$ cat config.mk
export PLATFORM = sky130hd
export DESIGN_NAME = gradient_iteration_palette
export DESIGN_NICKNAME = d
export VERILOG_FILES = /design/src/sv/gip_pkg.sv /design/src/sv/gip_div.sv /design/src/sv/gip_interp.sv /design/src/sv/gradient_iteration_palette.sv
export SDC_FILE = /design/constraint.sdc
export NUM_CORES = 2
export LEC_CHECK = 0
export BUFFER_PORTS_ARGS = -buffer_cell sky130_fd_sc_hd__buf_2
export CORE_AREA = 2 2 485 487
export CTS_CLUSTER_SIZE = 30
export DETAILED_ROUTE_END_ITERATION = 10
export DIE_AREA = 0 0 487 489
export HOLD_SLACK_MARGIN = 0.02
export SYNTH_ARGS = -nofsm -noshare
export SYNTH_HDL_FRONTEND = slang
export SYNTH_SLANG_ARGS = --single-unit
$ cat constraint.sdc
create_clock -name i_clk -period 71 [get_ports i_clk]
set_input_delay 3.55 -clock i_clk [delete_from_list [all_inputs] [get_ports i_clk]]
set_output_delay 3.55 -clock i_clk [all_outputs]
set_load 0.03 [all_outputs]
$ cat src/sv/gip_pkg.sv
`timescale 1ns / 1ps
// ---------------------------------------------------------------------------
// gip_pkg - gradient palette shared definitions
// Default widths, the five gradient stops and their colors.
// ---------------------------------------------------------------------------
package gip_pkg;

    localparam int COUNT_BITS_DEF    = 16;
    localparam int FRACTION_BITS_DEF = 16;
    localparam int MAX_ITER_RESET    = 256;
    localparam int CFG_BITS          = 16;
    localparam int CHAN_BITS         = 8;
    localparam int NUM_CHAN          = 3;
    localparam int STOP_CNT          = 5;
    localparam int NUM_SEGS          = STOP_CNT - 1;

    // color word, red in the lowest byte
    typedef logic [NUM_CHAN-1:0][CHAN_BITS-1:0] t_rgb;

    // stop positions in units of 1/10000
    localparam int STOP_POS_E4 [STOP_CNT] = '{0, 1600, 4200, 6425, 8575};

    localparam t_rgb STOP_RGB [STOP_CNT] = '{
        {8'd100, 8'd7,   8'd0  },
        {8'd203, 8'd107, 8'd32 },
        {8'd255, 8'd255, 8'd237},
        {8'd0,   8'd170, 8'd255},
        {8'd0,   8'd2,   8'd0  }
    };

    // stop position as a fraction with fbits fraction bits, rounded to nearest
    function automatic longint stop_q(int k, int fbits);
        return ((longint'(STOP_POS_E4[k]) << fbits) + 64'sd5000) / 64'sd10000;
    endfunction

endpackage

$ cat src/sv/gip_div.sv
`timescale 1ns / 1ps
// ---------------------------------------------------------------------------
// gip_div - pipelined restoring divider
// One quotient bit per stage, LANES numerators over one shared divisor.
// Numerator must be below divisor * 2^QW.
// ---------------------------------------------------------------------------
module gip_div #(
    parameter int DW    = 16,
    parameter int QW    = 16,
    parameter int LANES = 1
) (
    input  logic                             i_clk,
    input  logic                             i_rst_n,
    input  logic                             i_en,
    input  logic                             i_vld,
    input  logic [LANES-1:0][DW+QW-1:0]      i_num,
    input  logic [DW-1:0]                    i_den,
    output logic                             o_vld,
    output logic [LANES-1:0][QW-1:0]         o_quo
);

    localparam int NW = DW + QW;

    logic                        r_vld [1:QW];
    logic [LANES-1:0][NW-1:0]    r_rem [1:QW];
    logic [LANES-1:0][QW-1:0]    r_quo [1:QW];
    logic [DW-1:0]               r_den [1:QW];

    for (genvar s = 0; s < QW; s++) begin : g_stage
        localparam int K = QW - 1 - s;

        logic                     w_vld_in;
        logic [LANES-1:0][NW-1:0] w_rem_in;
        logic [LANES-1:0][QW-1:0] w_quo_in;
        logic [DW-1:0]            w_den_in;
        logic [NW-1:0]            w_sub;
        logic [LANES-1:0][NW-1:0] n_rem;
        logic [LANES-1:0][QW-1:0] n_quo;

        if (s == 0) begin : g_first
            assign w_vld_in = i_vld;
            assign w_rem_in = i_num;
            assign w_quo_in = '0;
            assign w_den_in = i_den;
        end else begin : g_next
            assign w_vld_in = r_vld[s];
            assign w_rem_in = r_rem[s];
            assign w_quo_in = r_quo[s];
            assign w_den_in = r_den[s];
        end

        assign w_sub = NW'(w_den_in) << K;

        always_comb begin
            n_rem = w_rem_in;
            n_quo = w_quo_in;
            for (int l = 0; l < LANES; l++) begin
                if (w_rem_in[l] >= w_sub) begin
                    n_rem[l]    = w_rem_in[l] - w_sub;
                    n_quo[l][K] = 1'b1;
                end
            end
        end

        always_ff @(posedge i_clk) begin
            if (!i_rst_n) begin
                r_vld[s+1] <= 1'b0;
            end else if (i_en) begin
                r_vld[s+1] <= w_vld_in;
            end
        end

        always_ff @(posedge i_clk) begin
            if (i_en) begin
                r_rem[s+1] <= n_rem;
                r_quo[s+1] <= n_quo;
                r_den[s+1] <= w_den_in;
            end
        end
    end

    assign o_vld = r_vld[QW];
    assign o_quo = r_quo[QW];

endmodule

$ cat src/sv/gip_interp.sv
`timescale 1ns / 1ps
// ---------------------------------------------------------------------------
// gip_interp - segment select and interpolation numerators
// Three stages: segment and offset, channel products, channel sums.
// ---------------------------------------------------------------------------
module gip_interp #(
    parameter int FRACTION_BITS = gip_pkg::FRACTION_BITS_DEF
) (
    input  logic                                          i_clk,
    input  logic                                          i_rst_n,
    input  logic                                          i_en,
    input  logic                                          i_vld,
    input  logic [FRACTION_BITS-1:0]                      i_pos,
    output logic                                          o_vld,
    output logic [gip_pkg::NUM_CHAN-1:0][FRACTION_BITS+gip_pkg::CHAN_BITS-1:0] o_num,
    output logic [FRACTION_BITS-1:0]                      o_den
);

    localparam int F  = FRACTION_BITS;
    localparam int PW = F + gip_pkg::CHAN_BITS;
    localparam int NC = gip_pkg::NUM_CHAN;

    localparam logic [F-1:0] S0 = F'(gip_pkg::stop_q(0, F));
    localparam logic [F-1:0] S1 = F'(gip_pkg::stop_q(1, F));
    localparam logic [F-1:0] S2 = F'(gip_pkg::stop_q(2, F));
    localparam logic [F-1:0] S3 = F'(gip_pkg::stop_q(3, F));
    localparam logic [F-1:0] S4 = F'(gip_pkg::stop_q(4, F));

    // stage 1: segment, offset into it and remaining distance
    logic [1:0]   n_seg;
    logic [F-1:0] n_lo;
    logic [F-1:0] n_den;
    logic [F-1:0] n_off;

    logic         r1_vld;
    logic [1:0]   r1_seg;
    logic [F-1:0] r1_off;
    logic [F-1:0] r1_rest;
    logic [F-1:0] r1_den;

    always_comb begin
        if (i_pos >= S3) begin
            n_seg = 2'd3;
        end else if (i_pos >= S2) begin
            n_seg = 2'd2;
        end else if (i_pos >= S1) begin
            n_seg = 2'd1;
        end else begin
            n_seg = 2'd0;
        end
        case (n_seg)
            2'd0:    begin n_lo = S0; n_den = S1 - S0; end
            2'd1:    begin n_lo = S1; n_den = S2 - S1; end
            2'd2:    begin n_lo = S2; n_den = S3 - S2; end
            default: begin n_lo = S3; n_den = S4 - S3; end
        endcase
        // clamp at the last stop so the far end yields the last colour
        if (i_pos >= S4) begin
            n_off = n_den;
        end else begin
            n_off = i_pos - n_lo;
        end
    end

    always_ff @(posedge i_clk) begin
        if (!i_rst_n) begin
            r1_vld <= 1'b0;
        end else if (i_en) begin
            r1_vld <= i_vld;
        end
    end

    always_ff @(posedge i_clk) begin
        if (i_en) begin
            r1_seg  <= n_seg;
            r1_off  <= n_off;
            r1_rest <= n_den - n_off;
            r1_den  <= n_den;
        end
    end

    // stage 2: weighted stop colours
    gip_pkg::t_rgb w_c_lo;
    gip_pkg::t_rgb w_c_hi;

    logic                  r2_vld;
    logic [NC-1:0][PW-1:0] r2_pa;
    logic [NC-1:0][PW-1:0] r2_pb;
    logic [F-1:0]          r2_den;

    assign w_c_lo = gip_pkg::STOP_RGB[{1'b0, r1_seg}];
    assign w_c_hi = gip_pkg::STOP_RGB[3'({1'b0, r1_seg}) + 3'd1];

    always_ff @(posedge i_clk) begin
        if (!i_rst_n) begin
            r2_vld <= 1'b0;
        end else if (i_en) begin
            r2_vld <= r1_vld;
        end
    end

    always_ff @(posedge i_clk) begin
        if (i_en) begin
            for (int c = 0; c < NC; c++) begin
                r2_pa[c] <= PW'(w_c_lo[c]) * PW'(r1_rest);
                r2_pb[c] <= PW'(w_c_hi[c]) * PW'(r1_off);
            end
            r2_den <= r1_den;
        end
    end

    // stage 3: numerators, at most 255 * den so they fit PW bits
    logic                  r3_vld;
    logic [NC-1:0][PW-1:0] r3_num;
    logic [F-1:0]          r3_den;

    always_ff @(posedge i_clk) begin
        if (!i_rst_n) begin
            r3_vld <= 1'b0;
        end else if (i_en) begin
            r3_vld <= r2_vld;
        end
    end

    always_ff @(posedge i_clk) begin
        if (i_en) begin
            for (int c = 0; c < NC; c++) begin
                r3_num[c] <= r2_pa[c] + r2_pb[c];
            end
            r3_den <= r2_den;
        end
    end

    assign o_vld = r3_vld;
    assign o_num = r3_num;
    assign o_den = r3_den;

endmodule

$ cat src/sv/gradient_iteration_palette.sv
`timescale 1ns / 1ps
// ---------------------------------------------------------------------------
// gradient_iteration_palette - iteration count to gradient color
// Maps an escape-iteration count to RGB over five fixed gradient stops.
// ---------------------------------------------------------------------------
// Takes one iteration count per cycle and returns one 24-bit color per count,
// in order. The count is divided by the iteration cap into a position with
// FRACTION_BITS fraction bits (rounded down, counts at or above the cap and a
// cap of zero give the last color), the bracketing pair of stops is found and
// each channel is the exact linear blend of the two stop colors, truncated.
// The pipeline is one input stage, a FRACTION_BITS-stage position divider at one
// quotient bit per stage, three interpolation stages and an 8-stage channel
// divider whose last stage is the output register. Throughput is one item per
// cycle; the whole pipeline holds while the output item waits, so s_axis_tready
// follows m_axis_tready whenever the output register is full. The iteration cap
// is to be written through the cfg port only while the pipeline is empty; the
// block does not enforce this. It resets to 256; only its low COUNT_BITS bits
// are kept, and likewise for the count.
// ---------------------------------------------------------------------------
module gradient_iteration_palette #(
    parameter int COUNT_BITS    = gip_pkg::COUNT_BITS_DEF,
    parameter int FRACTION_BITS = gip_pkg::FRACTION_BITS_DEF
) (
    input  logic        i_clk,
    input  logic        i_rst_n,
    // configuration: iteration cap
    input  logic        i_cfg_wr_en,
    input  logic [15:0] i_cfg_wr_data,
    // input items
    input  logic        i_s_axis_tvalid,
    output logic        o_s_axis_tready,
    input  logic [15:0] i_s_axis_tdata,   // iteration_count[15:0]
    // result items
    output logic        o_m_axis_tvalid,
    input  logic        i_m_axis_tready,
    output logic [23:0] o_m_axis_tdata    // red[7:0], green[15:8], blue[23:16]
);

    localparam int C  = COUNT_BITS;
    localparam int F  = FRACTION_BITS;
    localparam int NW = C + F;
    localparam int CW = gip_pkg::CHAN_BITS;
    localparam int NC = gip_pkg::NUM_CHAN;

    // pipeline advance: output register empty or being drained
    logic w_en;

    // cap register
    logic [C-1:0] r_max_iter;

    always_ff @(posedge i_clk) begin
        if (!i_rst_n) begin
            r_max_iter <= C'(gip_pkg::MAX_ITER_RESET);
        end else if (i_cfg_wr_en) begin
            r_max_iter <= C'(i_cfg_wr_data);
        end
    end

    // input stage: division operands; saturated counts become a quotient of
    // all ones, which lies past the last stop
    logic [C-1:0]  w_count;
    logic          w_sat;
    logic          r_in_vld;
    logic [NW-1:0] r_num;
    logic [C-1:0]  r_den;

    assign w_count = C'(i_s_axis_tdata);
    assign w_sat   = (w_count >= r_max_iter);

    always_ff @(posedge i_clk) begin
        if (!i_rst_n) begin
            r_in_vld <= 1'b0;
        end else if (w_en) begin
            r_in_vld <= i_s_axis_tvalid;
        end
    end

    always_ff @(posedge i_clk) begin
        if (w_en) begin
            if (w_sat) begin
                r_num <= NW'({F{1'b1}});
                r_den <= C'(1);
            end else begin
                r_num <= {w_count, {F{1'b0}}};
                r_den <= r_max_iter;
            end
        end
    end

    // position divider: count * 2^F / max, F quotient bits
    logic                w_pos_vld;
    logic [0:0][F-1:0]   w_pos;

    gip_div #(
        .DW    (C),
        .QW    (F),
        .LANES (1)
    ) u_pos_div (
        .i_clk   (i_clk),
        .i_rst_n (i_rst_n),
        .i_en    (w_en),
        .i_vld   (r_in_vld),
        .i_num   (r_num),
        .i_den   (r_den),
        .o_vld   (w_pos_vld),
        .o_quo   (w_pos)
    );

    // segment select and blend numerators
    logic                      w_mix_vld;
    logic [NC-1:0][F+CW-1:0]   w_mix_num;
    logic [F-1:0]              w_mix_den;

    gip_interp #(
        .FRACTION_BITS (F)
    ) u_interp (
        .i_clk   (i_clk),
        .i_rst_n (i_rst_n),
        .i_en    (w_en),
        .i_vld   (w_pos_vld),
        .i_pos   (w_pos[0]),
        .o_vld   (w_mix_vld),
        .o_num   (w_mix_num),
        .o_den   (w_mix_den)
    );

    // channel divider: blend / segment length, 8 quotient bits per channel
    logic                  w_out_vld;
    logic [NC-1:0][CW-1:0] w_rgb;

    gip_div #(
        .DW    (F),
        .QW    (CW),
        .LANES (NC)
    ) u_chan_div (
        .i_clk   (i_clk),
        .i_rst_n (i_rst_n),
        .i_en    (w_en),
        .i_vld   (w_mix_vld),
        .i_num   (w_mix_num),
        .i_den   (w_mix_den),
        .o_vld   (w_out_vld),
        .o_quo   (w_rgb)
    );

    assign w_en            = !w_out_vld || i_m_axis_tready;
    assign o_s_axis_tready = w_en;
    assign o_m_axis_tvalid = w_out_vld;
    assign o_m_axis_tdata  = w_rgb;

endmodule
==> results.md <==
* Global route overflow at 0
* CP most frequent cell: buf_4
* Placed insts at 13400
* Post-CTS sizing at 0
* Final worst-path cycle share at 13.5%
* CTS max path bufs at 3
* Max-slew headroom at 16.7%
* Max frequency at 104 MHz
* Final #Nets at 12200
* Via count at 77000
* FF-to-FF setup slack at 63430 ps
* Initial antenna violation count at 12
* Min Clock Period, post-route at 9580 ps
* Fin cells at 13800
* Critical path class: in2reg
* Hold depth at 0
* First-pass GRT wire length at 430000 um
* Clk pin slew, worst setup/hold paths at 60 ps
* Reg area at 0.0526 mm2
* Critical path peak fanout at 92
* Crit end category: flop
* Cell Rows at 178
* Placer Congestion at 0.895
* Startpoint types: primary input
* Netlist cell types at 99
* Top post-synthesis cells by area: edfxtp_1 45%, ha_1 11%, fa_1 9.0%
* Largest net degree at the start of global routing at 169
* Final wirelength at 271000 um
* DR iter-0 viols at 5095
* R2r endpoint: u_interp.r2_pb[47]$_DFFE_PP_
* Worst-skew pair later-pin latency at 850 ps
* I/O pin count at 63
* Crit path max-delay cell type: buf_4
* Mapped Avg Cell Area at 11.1 um2
* Worst Max-Slew Pin Slew at 1250 ps
* Post-DP HPWL at 213000 um
* Post-synth EDFFs at 1739
* Seq cells post-synth at 1759
* CTS Buf Count at 196
* RSZ-0062 raised after global routing: false
* Hold-fix buffers, CTS at 0
* Multi-input gate area in the final layout at 0.0579 mm2
* Initial Utilization at 49.6%
* Filler instances at 20000
* Max Cap Violations at 0
* Share of flip-flops with an asynchronous set or reset at 0%
* Hold Path Origin: u_chan_div.r_quo[2][37]$_DFFE_PP_
* Clk sinks at 1759
* Worst-path cell chain: buf_2, nor2b_1, inv_8, buf_4, buf_4, buf_4, buf_4, buf_4, buf_4, buf_4
* Setup violations, final at 0
* Die H at 489 um
* Final hold vios at 0
* DRT antenna net count at 0
* CP peak stage delay at 930 ps
* Setup Total Neg Slack at 0 ps
* CTS tree: built
* Vias per cell at 5.57
* Cells after synthesis at 10400
* DR pass1 iterations at 6
* Full die area at 0.238 mm2
* Synthesized cell area at 0.116 mm2
* Core ar. at 0.234 mm2
* Area growth syn-to-layout at 9.22%
* Synth warnings at 0
* Most used DFF post-synth: edfxtp_1
* Area leader, netlist: edfxtp_1
* Worst Path Arrival at 10050 ps
* WL/cell at 19.6 um
* Net Count, Synth at 12000
* Status: finished, final reports clean
* Setup Buffers After CTS at 0
* Reg-to-reg startpoint: u_interp.r1_den[9]$_DFFE_PP_
* Layout cell share with drive strength beyond 1 at 5.90%
* Total track usage at 22.9%
* Number of port buffers at 62
* H-tree levels at 4
* Vias in the first global route at 77600
* Seq/Total Area, Yosys at 45.4%
* Number of slew-limit violations in the final report at 0
* Die Wd at 487 um
* Worst reg-to-reg path cell count at 23
* Critical path required time at 71470 ps
* Min-Delay Endpoint: u_chan_div.r_quo[3][13]$_DFFE_PP_
* Root buffer cell: clkbuf_16
* Worst hold path type: reg2reg
* Top cell type's share of synthesized area at 45.1%
* Clk_skew at 37.7 ps
* DRC violations left at 0
* Core Util, Final at 54.2%
layout make-up:
cell class | instances | share of cell area [%]
Tap cell | 3060 | 3.03
Clock inverter | 140 | 1.21
Sequential cell | 1759 | 41.6
Clock buffer | 230 | 4.06
Multi-Input combinational cell | 7239 | 45.8
Timing Repair Buffer | 111 | 0.556
Inverter | 1276 | 3.79
Antenna cell | 3 | 0.00593
worst max path at each step:
stage,startpoint,endpoint,slack [ps],cells after the start
3_5_place_dp,i_m_axis_tready,u_chan_div.r_den[0][121]$_DFFE_PP_,60390,10
6_report,i_m_axis_tready,u_chan_div.r_rem[0][539]$_DFFE_PP_,61420,10
2_1_floorplan,i_m_axis_tready,u_chan_div.r_vld[0][1]$_DFFE_PP_,16940,4
3_3_place_gp,i_m_axis_tready,u_chan_div.r_quo[3][10]$_DFFE_PP_,60630,10
5_1_grt,i_m_axis_tready,u_chan_div.r_quo[4][9]$_DFFE_PP_,60790,10
4_1_cts,i_m_axis_tready,u_chan_div.r_rem[0][535]$_DFFE_PP_,61320,10
state kept, by name (all words and copies together) (netlist names), 16 cells and up:
signal            flops
r_max_iter           16
r_den                16
u_interp.r2_pa       72
u_pos_div.r_vld      16
u_pos_div.r_quo     136
u_pos_div.r_den     240
u_chan_div.r_den     49
u_interp.r1_off      16
u_pos_div.r_rem     375
u_interp.o_num       72
u_chan_div.r_quo    108
u_interp.r2_pb       72
u_chan_div.r_rem    504
u_interp.r1_rest     16
r_num                17
per-layer routing:
| layer | up-vias | part of all wire [%] | track usage [%] |
|---|---|---|---|
| met2 | 1424 | 48 | 38.6 |
| met5 | - | 0.021 | 0 |
| met3 | 397 | 4.0 | 2.95 |
| li1 | 37500 | - | - |
| met1 | 37700 | 45 | 30.9 |
| met4 | 8 | 2.9 | 6.83 |
through the flow:
stage          setup WS (ps)  area (um2)  hold slack (ps)
2_1_floorplan          16940      116000              400
6_report               61420      127000              403
4_1_cts                61320      127000              414
3_3_place_gp           60630      120000              401
5_1_grt                60790      127000              421
3_5_place_dp           60390      120000              405
cell usage in the layout (no fill, tap or decap), types with 44 or more instances in the layout:
cell,instances
a211oi_1,67
a21boi_0,60
a21o_1,260
a21oi_1,659
a31oi_1,53
and2_1,108
and3_1,77
buf_2,62
buf_4,47
clkbuf_16,201
edfxtp_1,1739
fa_1,521
ha_1,1012
inv_1,1273
mux2_2,115
nand2_1,684
nand2b_1,136
nand3_1,138
nand4_1,96
nor2_1,677
nor2b_1,170
nor3_1,225
nor4_1,78
o21a_1,108
o21ai_0,501
o21bai_1,53
o31ai_1,63
or2_2,44
or3_1,94
xnor2_1,474
xor2_1,301
kinds of logic (layout without fill, tap and decap cells):
kind of cell | count (synthesis) | count (layout) | share of synthesized area [%]
compound gates | 2085 | 2085 | 11.2
xor+xnor | 775 | 775 | 5.86
fa+ha+maj | 1533 | 1533 | 19.9
buf+inv | 1428 | 1757 | 4.65
flops | 1759 | 1759 | 45.4
mux | 152 | 152 | 1.44
other cells | 0 | 3 | 0
simple gates | 2694 | 2694 | 11.5
cells in the mapped netlist (all sizes together) (133+ instances only):
library cell  number
edfxtp          1739
inv             1276
ha              1012
nand2            684
nor2             679
a21oi            662
fa               521
o21ai            509
xnor2            474
xor2             301
a21o             260
nor3             229
nor2b            171
nand3            138
nand2b           136
clkbuf           133
worst max-delay path: cells and delay by family:
kind | cells | cell delay (ps)
buffers and inverters | 9 | 6050
and+or+nand+nor | 1 | 130
Power is left out: the tool's default activity adds up to more than one toggle a clock period on the data nets, which glitch-free logic cannot reach.
